[config.mk]
export PLATFORM = sky130hd
export DESIGN_NAME = sntzc_tzc
export DESIGN_NICKNAME = d
export VERILOG_FILES = /design/src/rtl/core/sha256_nonce_trailing_zero_check_assert.svh /design/src/rtl/core/sntzc_pkg.sv /design/src/rtl/core/sntzc_tzc.sv
export SDC_FILE = /design/constraint.sdc
export NUM_CORES = 1
export LEC_CHECK = 0
export BUFFER_PORTS_ARGS = -buffer_cell sky130_fd_sc_hd__buf_4
export CORE_AREA = 5 5 309 190
export CTS_CLUSTER_DIAMETER = 80
export DETAILED_ROUTE_END_ITERATION = 8
export DIE_AREA = 0 0 314 195
export PLACE_DENSITY = 0.7
export SETUP_SLACK_MARGIN = 0.1
export SLEW_MARGIN = 10
export SYNTH_ARGS = -nofsm -noshare
export SYNTH_HDL_FRONTEND = slang
export SYNTH_SLANG_ARGS = --single-unit
[constraint.sdc]
create_clock -name clk -period 17.3 [get_ports clk]
set_input_delay 0.865 -clock clk [delete_from_list [all_inputs] [get_ports clk]]
set_output_delay 0.865 -clock clk [all_outputs]
set_load 0.1 [all_outputs]
[src/rtl/core/sha256_nonce_trailing_zero_check_assert.svh]
// Assertion macros for the SHA-256 nonce checker.
// Included by the RTL files that carry assertions; expects clk and arst_n in scope.
`ifndef SHA256_NONCE_TRAILING_ZERO_CHECK_ASSERT_SVH
`define SHA256_NONCE_TRAILING_ZERO_CHECK_ASSERT_SVH
`ifndef NO_ASSERTIONS
`define SNTZC_ASSERT(lbl, prop) lbl: assert property (@(posedge clk) disable iff (!arst_n) \
	prop) else $error("sntzc assertion failed");
`define SNTZC_ASSERT_NR(lbl, prop) lbl: assert property (@(posedge clk) prop) \
	else $error("sntzc assertion failed during reset");
`else
`define SNTZC_ASSERT(lbl, prop)
`define SNTZC_ASSERT_NR(lbl, prop)
`endif
`endif

[src/rtl/core/sntzc_pkg.sv]
// Shared types, SHA-256 constants and round functions for the nonce checker.
// No dependencies.
package sntzc_pkg;

	typedef logic [31:0] word_t;

	typedef enum logic {
		OP_LOAD = 1'b0,
		OP_TRY  = 1'b1
	} opcode_t;

	typedef enum logic {
		REG_PREFIX_LENGTH = 1'b0,
		REG_DIFFICULTY    = 1'b1
	} reg_idx_t;

	typedef struct packed {
		logic        opcode;
		logic [2:0]  word_index;
		logic [63:0] prefix_word;
		logic [63:0] nonce;
	} req_t;

	typedef struct packed {
		logic [63:0] digest_word;
		logic [1:0]  word_number;
		logic [8:0]  zero_bits;
		logic        meets_difficulty;
		logic [63:0] tried_nonce;
		logic        last;
	} rsp_t;

	// one hash pipeline stage: working vars, chaining value, schedule window
	typedef struct packed {
		word_t [0:7]  st;
		word_t [0:7]  hin;
		word_t [0:15] win;
		word_t [0:15] blk2;
		logic         two;
		logic [63:0]  nonce;
	} pipe_t;

	localparam word_t [0:7] IV = {
		32'h6a09e667, 32'hbb67ae85, 32'h3c6ef372, 32'ha54ff53a,
		32'h510e527f, 32'h9b05688c, 32'h1f83d9ab, 32'h5be0cd19
	};

	localparam word_t [0:63] ROUND_K = {
		32'h428a2f98, 32'h71374491, 32'hb5c0fbcf, 32'he9b5dba5,
		32'h3956c25b, 32'h59f111f1, 32'h923f82a4, 32'hab1c5ed5,
		32'hd807aa98, 32'h12835b01, 32'h243185be, 32'h550c7dc3,
		32'h72be5d74, 32'h80deb1fe, 32'h9bdc06a7, 32'hc19bf174,
		32'he49b69c1, 32'hefbe4786, 32'h0fc19dc6, 32'h240ca1cc,
		32'h2de92c6f, 32'h4a7484aa, 32'h5cb0a9dc, 32'h76f988da,
		32'h983e5152, 32'ha831c66d, 32'hb00327c8, 32'hbf597fc7,
		32'hc6e00bf3, 32'hd5a79147, 32'h06ca6351, 32'h14292967,
		32'h27b70a85, 32'h2e1b2138, 32'h4d2c6dfc, 32'h53380d13,
		32'h650a7354, 32'h766a0abb, 32'h81c2c92e, 32'h92722c85,
		32'ha2bfe8a1, 32'ha81a664b, 32'hc24b8b70, 32'hc76c51a3,
		32'hd192e819, 32'hd6990624, 32'hf40e3585, 32'h106aa070,
		32'h19a4c116, 32'h1e376c08, 32'h2748774c, 32'h34b0bcb5,
		32'h391c0cb3, 32'h4ed8aa4a, 32'h5b9cca4f, 32'h682e6ff3,
		32'h748f82ee, 32'h78a5636f, 32'h84c87814, 32'h8cc70208,
		32'h90befffa, 32'ha4506ceb, 32'hbef9a3f7, 32'hc67178f2
	};

	function automatic word_t bsig0(word_t x);
		return {x[1:0], x[31:2]} ^ {x[12:0], x[31:13]} ^ {x[21:0], x[31:22]};
	endfunction

	function automatic word_t bsig1(word_t x);
		return {x[5:0], x[31:6]} ^ {x[10:0], x[31:11]} ^ {x[24:0], x[31:25]};
	endfunction

	function automatic word_t ssig0(word_t x);
		return {x[6:0], x[31:7]} ^ {x[17:0], x[31:18]} ^ (x >> 3);
	endfunction

	function automatic word_t ssig1(word_t x);
		return {x[16:0], x[31:17]} ^ {x[18:0], x[31:19]} ^ (x >> 10);
	endfunction

endpackage

[src/rtl/core/sntzc_tzc.sv]
// Two-stage trailing zero count over the 256-bit digest.
// Depends on sntzc_pkg.
module sntzc_tzc import sntzc_pkg::*; (
	input  logic         clk,
	input  logic         arst_n,
	input  logic         en,
	input  logic         vld,
	input  logic [255:0] digest,
	input  logic [63:0]  nonce,
	output logic         vld_s2,
	output logic [255:0] digest_s2,
	output logic [63:0]  nonce_s2,
	output logic [8:0]   zeros_s2
);

	logic [5:0]   lane_cnt [8];
	logic [5:0]   lane_s1 [8];
	logic         vld_s1;
	logic [255:0] digest_s1;
	logic [63:0]  nonce_s1;
	logic [8:0]   zsum;
	logic         hit;

	// lane 0 is the least significant word of the digest
	always_comb begin
		for (int j = 0; j < 8; j++) begin
			lane_cnt[j] = 6'd32;
			for (int b = 31; b >= 0; b--) begin
				if (digest[32 * j + b])
					lane_cnt[j] = 6'(b);
			end
		end
	end

	always_comb begin
		zsum = 9'd0;
		hit = 1'b0;
		for (int j = 0; j < 8; j++) begin
			if (!hit) begin
				zsum = zsum + {3'd0, lane_s1[j]};
				hit = (lane_s1[j] != 6'd32);
			end
		end
	end

	always_ff @(posedge clk or negedge arst_n) begin
		if (!arst_n) begin
			vld_s1 <= 1'b0;
			vld_s2 <= 1'b0;
		end else if (en) begin
			vld_s1 <= vld;
			vld_s2 <= vld_s1;
		end
	end

	always_ff @(posedge clk) begin
		if (en) begin
			lane_s1 <= lane_cnt;
			digest_s1 <= digest;
			nonce_s1 <= nonce;
			digest_s2 <= digest_s1;
			nonce_s2 <= nonce_s1;
			zeros_s2 <= zsum;
		end
	end

endmodule

# Word-level counts from Yosys, hierarchy flattened
# Index checks and enable logic that the tools add are counted.
[word_totals]
reg_bits = 699
inputBits = 324
output_inout_bits = 330
elab_cells = 370
[classes]
addsub = 7
n_eq_ne = 7
muxes = 261
reduce_logical = 40
[op_table]
columns = ["operator", "n"]
rows = [
  ["5-bit two-way mux", 120],
  ["4-bit two-way mux", 64],
  ["31-bit OR reduction", 8],
  ["16-bit OR reduction", 8],
  ["3-bit two-way mux", 32],
  ["8-bit OR reduction", 8],
  ["9-bit by 6-bit adder with 9-bit output", 6],
  ["9-bit two-way mux", 6],
  ["6-bit two-way mux", 8],
  ["6-bit != test (second input constant)", 7],
  ["2-bit two-way mux", 16],
  ["4-bit OR reduction", 8],
  ["2-bit OR reduction", 8],
  ["1-bit two-way mux", 14],
  ["6-bit by 6-bit adder with 7-bit output", 1],
  ["7-bit two-way mux", 1],
]

# Depth between registers and ports, before layout
[logic_depth]
ltp_word = 31
depth_mapped = 41
ltp_nobuf = 41

# Worst setup path before layout
# No wires, ideal clock.
[synth_timing]
path_type = "flip-flop to flip-flop"
from = "register lane_s1[43] (netlist name)"
to = "register zeros_s2[8] (data pin)"
setup_time_ps = 265
arrival_ps = 7206
t_required_ps = 17035
setup_slack_ps = 9829
path_stages_with_launch = 40
n_path_buf = 0
synth_period_minus_slack_ps = 7471
cell_sequence = "edfxtp_1 > or4_4 > nor2_4 > a21o_1 > ha_1 > inv_1 > fa_1 > nor2b_1 > o31a_1 > a21oi_1 > mux2i_1 > o21bai_1 > ha_1 > o21a_1 > o31a_1 > a21oi_1 > mux2_2 > ha_1 > [... 4 more ...] > ha_1 > a21boi_0 > nand3b_1 > o21ai_0 > ha_1 > or2_2 > o21ai_0 > a21oi_1 > ha_1 > o21ai_0 > o21bai_1 > a21oi_1 > nor3_4 > and4b_1 > nor4b_1 > a211oi_1 > mux2i_1 > xor2_1"
[synth_between]
elab_chain_len = 14
elab_cells_between_ends = 21
cone_classes = "add/sub: 7; eq/ne: 1; mux: 13"
[synth_rtl]
columns = ["item", "line_no", "source"]
rows = [
  ["from (decl)", "sntzc_tzc.sv:17", "logic [5:0] lane_s1 [8];"],
  ["from (signal assigned)", "sntzc_tzc.sv:58", "lane_s1 <= lane_cnt;"],
  ["6-bit by 6-bit adder with 7-bit output / 6-bit != test (equally long branches)", "sntzc_tzc.sv:40, sntzc_tzc.sv:41", ""],
  ["7-bit two-way mux", "sntzc_tzc.sv:39", "if (!hit) begin"],
  ["9-bit by 6-bit adder with 9-bit output", "sntzc_tzc.sv:40", "zsum = zsum + {3'd0, lane_s1[j]};"],
  ["9-bit two-way mux", "sntzc_tzc.sv:39", ""],
  ["9-bit by 6-bit adder with 9-bit output", "sntzc_tzc.sv:40", ""],
  ["9-bit two-way mux", "sntzc_tzc.sv:39", ""],
  ["9-bit by 6-bit adder with 9-bit output", "sntzc_tzc.sv:40", ""],
  ["9-bit two-way mux", "sntzc_tzc.sv:39", ""],
  ["9-bit by 6-bit adder with 9-bit output", "sntzc_tzc.sv:40", ""],
  ["9-bit two-way mux", "sntzc_tzc.sv:39", ""],
  ["9-bit by 6-bit adder with 9-bit output", "sntzc_tzc.sv:40", ""],
  ["9-bit two-way mux", "sntzc_tzc.sv:39", ""],
  ["9-bit by 6-bit adder with 9-bit output", "sntzc_tzc.sv:40", ""],
  ["9-bit two-way mux (*)", "sntzc_tzc.sv:39", ""],
  ["named net zsum[8]", "sntzc_tzc.sv:21", "logic [8:0] zsum;"],
  ["to (signal assigned)", "sntzc_tzc.sv:63", "zeros_s2 <= zsum;"],
  ["to (decl)", "sntzc_tzc.sv:13", "output logic [8:0] zeros_s2"],
]
# Mark *: on every way through the listed nets, which the timed path passes. The rest lies on a longest branch.
# A chain may end at the register's enable or synchronous reset.

# Worst setup path after layout
# Ends and elaborated chain as after synthesis.

==> summary.txt <==
Placed design
  – Hpwl dp: 50850 microns
  – Port Buf Inserts: between 600 and 700
  – Area of placed instances: approximately 32000 sq um
  – Post-Place Worst Slack: 8.773 ns
  – Routability cong.: ~0.86

Global routing
  – Vias in the first global route: between 15k and 20k
  – Gr busiest metal: met2
  – GR Layer Usage met2: 0.3365
  – Gr usage total: 0.2122
  – M1 GR Usage: 0.2886
  – First-pass GRT wire length: around 100000 microns
  – Initial antenna violation count: 3
  – Largest net degree at the start of global routing: about 120
  – Met3 global-route usage: 0.06463
  – Overflow after GRT: 0

Power
  – Static leakage power: around 13 nW
  – Int Pwr: about 2.9 mW
  – NetSw: around 1.2 mW
  – Comb pwr share: 0.171
  – Maximum vdd ir drop: about 80 uV
  – Flop pwr share: 0.502
  – Switching share of power: 0.2869
  – Total power: just over 4 mW
  – Clk network pwr share: 0.326
  – Pwr dens: about 120 nW/um^2

Die
  – Die width: approximately 310 microns
  – Area of the core: ~55000 sq um
  – Die Y: 195 microns
  – Initial Utilization: 0.4773
  – Die area: a little over 60000 sq um
  – # rows: 67
  – I/O pins: about 650

Yosys
  – Post-Synthesis Cells: 1564
  – #FFs+latches synth: 699
  – Post-synth EDFFs: approximately 700
  – Synth warnings: 0
  – Area contributors post-synth: edfxtp_1 79%, nor2_1 2.1%, ha_1 2.0%
  – Yosys top cell area share: 0.7925
  – Synth area leader: edfxtp_1
  – Post-synthesis net count: between 1.5k and 2k
  – Top_reg_cell synth: edfxtp_1
  – Yosys cell types: 64
  – Asr flop ratio synth: 0.002861
  – Avg Cell Area, Syn: between 15 and 20 sq um
  – Post-synthesis instance area: approximately 26000 sq um
  – Register area share after synthesis: 0.7944

Worst setup path
  – CP dominant cell by count: ha_1
  – Critical path type: reg2reg
  – Worst Path Arrival: ~9 ns
  – Worst EP required: 17.66 ns
  – Critical path startpoint category: flop
  – CP Max Fanout: 10
  – Slowest library cell on the worst path: or4_4
  – CP peak stage delay: 0.62 ns
  – Nature of the critical path endpoint: flop

Final layout
  – Final nets: between 2k and 3k
  – Share of layout cells above drive strength 1: 0.3333
  – # fillers: a little over 4k
  – Post-route cell area: around 34000 sq um
  – Commonest non-fill, non-tap cells in the layout: 697 x edfxtp_1, 660 x buf_4, 148 x nor2_1
  – Final core occ: 0.6183
  – Layout area overhead: 29.53%
  – Commonest non-fill, non-tap cell in the layout: edfxtp_1

Detailed routing
  – DRT Pass-1 Iters: 6
  – Drt drc: 0
  – DR iter-0 viols: between 1k and 1.5k
  – Vias: 16.03k
  – Antenna-violating nets left: 0
  – Wire per inst: between 20 and 25 microns
  – Vias per cell: between 5 and 6
  – Final wirelength: between 60000 and 70000 microns

Clocking
  – CTS root buf: clkbuf_16
  – Clock Sinks: between 600 and 700
  – Worst-Skew Late Latency: 0.62 ns
  – Post-CTS Setup Inserts: 0
  – H-tree depth: 2
  – CTS tree: yes
  – Max Root-Sink Buffers: 3
  – Clock-pin slew on the worst setup and hold paths: roughly 0.06 ns
  – Total CTS buffers: 61

STA
  – F_max: between 0.1 and 0.15 GHz
  – Worst-Margin Slew: about 1.1 ns
  – Final slew viol count: 0
  – Setup Skew: around 0.020 ns
  – Fin crit share: 0.4998
  – Final WS setup: 8.654 ns
  – RSZ-0062 raised after global routing: no
  – Fin Setup TNS: 0 ns
  – Final setup viols: 0
  – Slew Limit Headroom: 0.2569
  – Tmin final: just under 9 ns
  – Final hold violations: 0

Flow run
  – Max Cap Viol: 0

Worst hold path
  – Class of the worst hold path: reg2reg

Status
  – Status: finished clean
## cells by family (layout without fill, tap and decap cells)
group | count (synthesis) | count (layout) | share of synthesized area
buf+inv | 71 | 841 | 0.01056
flops | 699 | 699 | 0.7944
simple gates | 405 | 405 | 0.07770
mux | 26 | 26 | 0.01118
fa+ha+maj | 49 | 49 | 0.02520
xor+xnor | 28 | 28 | 0.009807
compound gates | 286 | 286 | 0.07111
other cells | 0 | 1 | 0
## power groups by stage
| stage | sequential (mW) | combinational (mW) | clock, mW |
|---|---|---|---|
| after floorplan | 2.45 | 0.0918 | 0 |
| after global placement | 2.08 | 0.692 | 0 |
| after detailed placement | 2.09 | 0.699 | 0 |
| after CTS | 2.05 | 0.701 | 1.37 |
| after global routing | 2.06 | 0.729 | 1.44 |
| final | 2.05 | 0.699 | 1.33 |
## worst paths after layout
check | startpoint | end | slack [ns] | cells past startpoint
setup reg to reg | lane_s1[43]$_SDFFCE_PP0P_ | zeros_s2[8]$_DFFE_PP_ | 8.65 | 39
hold / removal | digest_s1[194]$_DFFE_PP_ | digest_s2[194]$_DFFE_PP_ | 0.41 | 0
setup / recovery | lane_s1[43]$_SDFFCE_PP0P_ | zeros_s2[8]$_DFFE_PP_ | 8.65 | 39
min in group asynchronous | arst_n | vld_s1$_DFFE_PN0P_ | 0.60 | 2
max in group asynchronous | arst_n | vld_s1$_DFFE_PN0P_ | 16.61 | 2
hold reg to reg | digest_s1[194]$_DFFE_PP_ | digest_s2[194]$_DFFE_PP_ | 0.41 | 0
## sequential cells by signal, indices dropped and copies added, names as in the netlist
| signal | flops |
|---|---|
| vld_s2 | 1 |
| lane_s1 | 48 |
| nonce_s1 | 64 |
| zeros_s2 | 9 |
| nonce_s2 | 64 |
| digest_s2 | 256 |
| vld_s1 | 1 |
| digest_s1 | 256 |
## timing repair
action	in CTS	in global routing
resized for setup	0	0
hold buffers	1	0
hold endpoints to repair	2	0
## cells in the mapped netlist (2+ instances only)
cell type,number
a21o_1,10
nand2_1,61
o31a_1,3
xnor2_1,16
a21boi_0,11
fa_1,7
nor2b_1,19
nor3_1,37
nand3b_1,4
nor4b_1,3
o21ai_1,3
dfrtp_1,2
mux2_2,18
o21a_1,15
o21bai_1,37
a21oi_1,79
o31ai_1,24
xor2_1,11
nand3_1,12
a211oi_1,32
a221o_1,8
and2_1,5
nand2b_1,19
o211ai_1,3
or2_2,5
nor4_1,64
ha_1,42
a31oi_1,16
and3_1,4
o21ai_0,34
nor2_1,148
a22oi_1,2
edfxtp_1,697
mux2i_1,7
nor2_4,2
or4_1,9
inv_1,68
## metal layers
| layer | routed length [microns] | share of wire |
|---|---|---|
| met1 | 28340 | 0.42 |
| met2 | 31270 | 0.47 |
| met3 | 5571 | 0.083 |
| met4 | 1763 | 0.026 |
| met5 | 23 | 0.00034 |
## critical path, delay by kind of cell, from the launching register on
family	cells	cell delay, ns
xor+xnor	1	0.17
fa+ha+maj	7	2.20
buf+inv	2	0.14
simple gates	8	2.01
flops	1	0.51
compound gates	17	2.53
mux	4	0.78
## stage by stage
stage	cells	hold slack, ns
after floorplan	1564	0.4003
after global placement	2946	0.4003
after detailed placement	2946	0.4045
after CTS	3058	0.3669
after global routing	3059	0.3702
final	3059	0.4118
## final cells by class
cell class | count | area, sq um | area share
Multi-Input combinational cell | 794 | 5150 | 0.1506
Inverter | 68 | 255.2 | 0.007462
Antenna cell | 1 | 2.502 | 0.00007316
Tap cell | 724 | 905.9 | 0.02648
Timing Repair Buffer | 662 | 4980 | 0.1456
Sequential cell | 699 | 20980 | 0.6133
Clock inverter | 37 | 315.3 | 0.009218
Clock buffer | 74 | 1618 | 0.04729
Power figures use the tool's default switching activity.
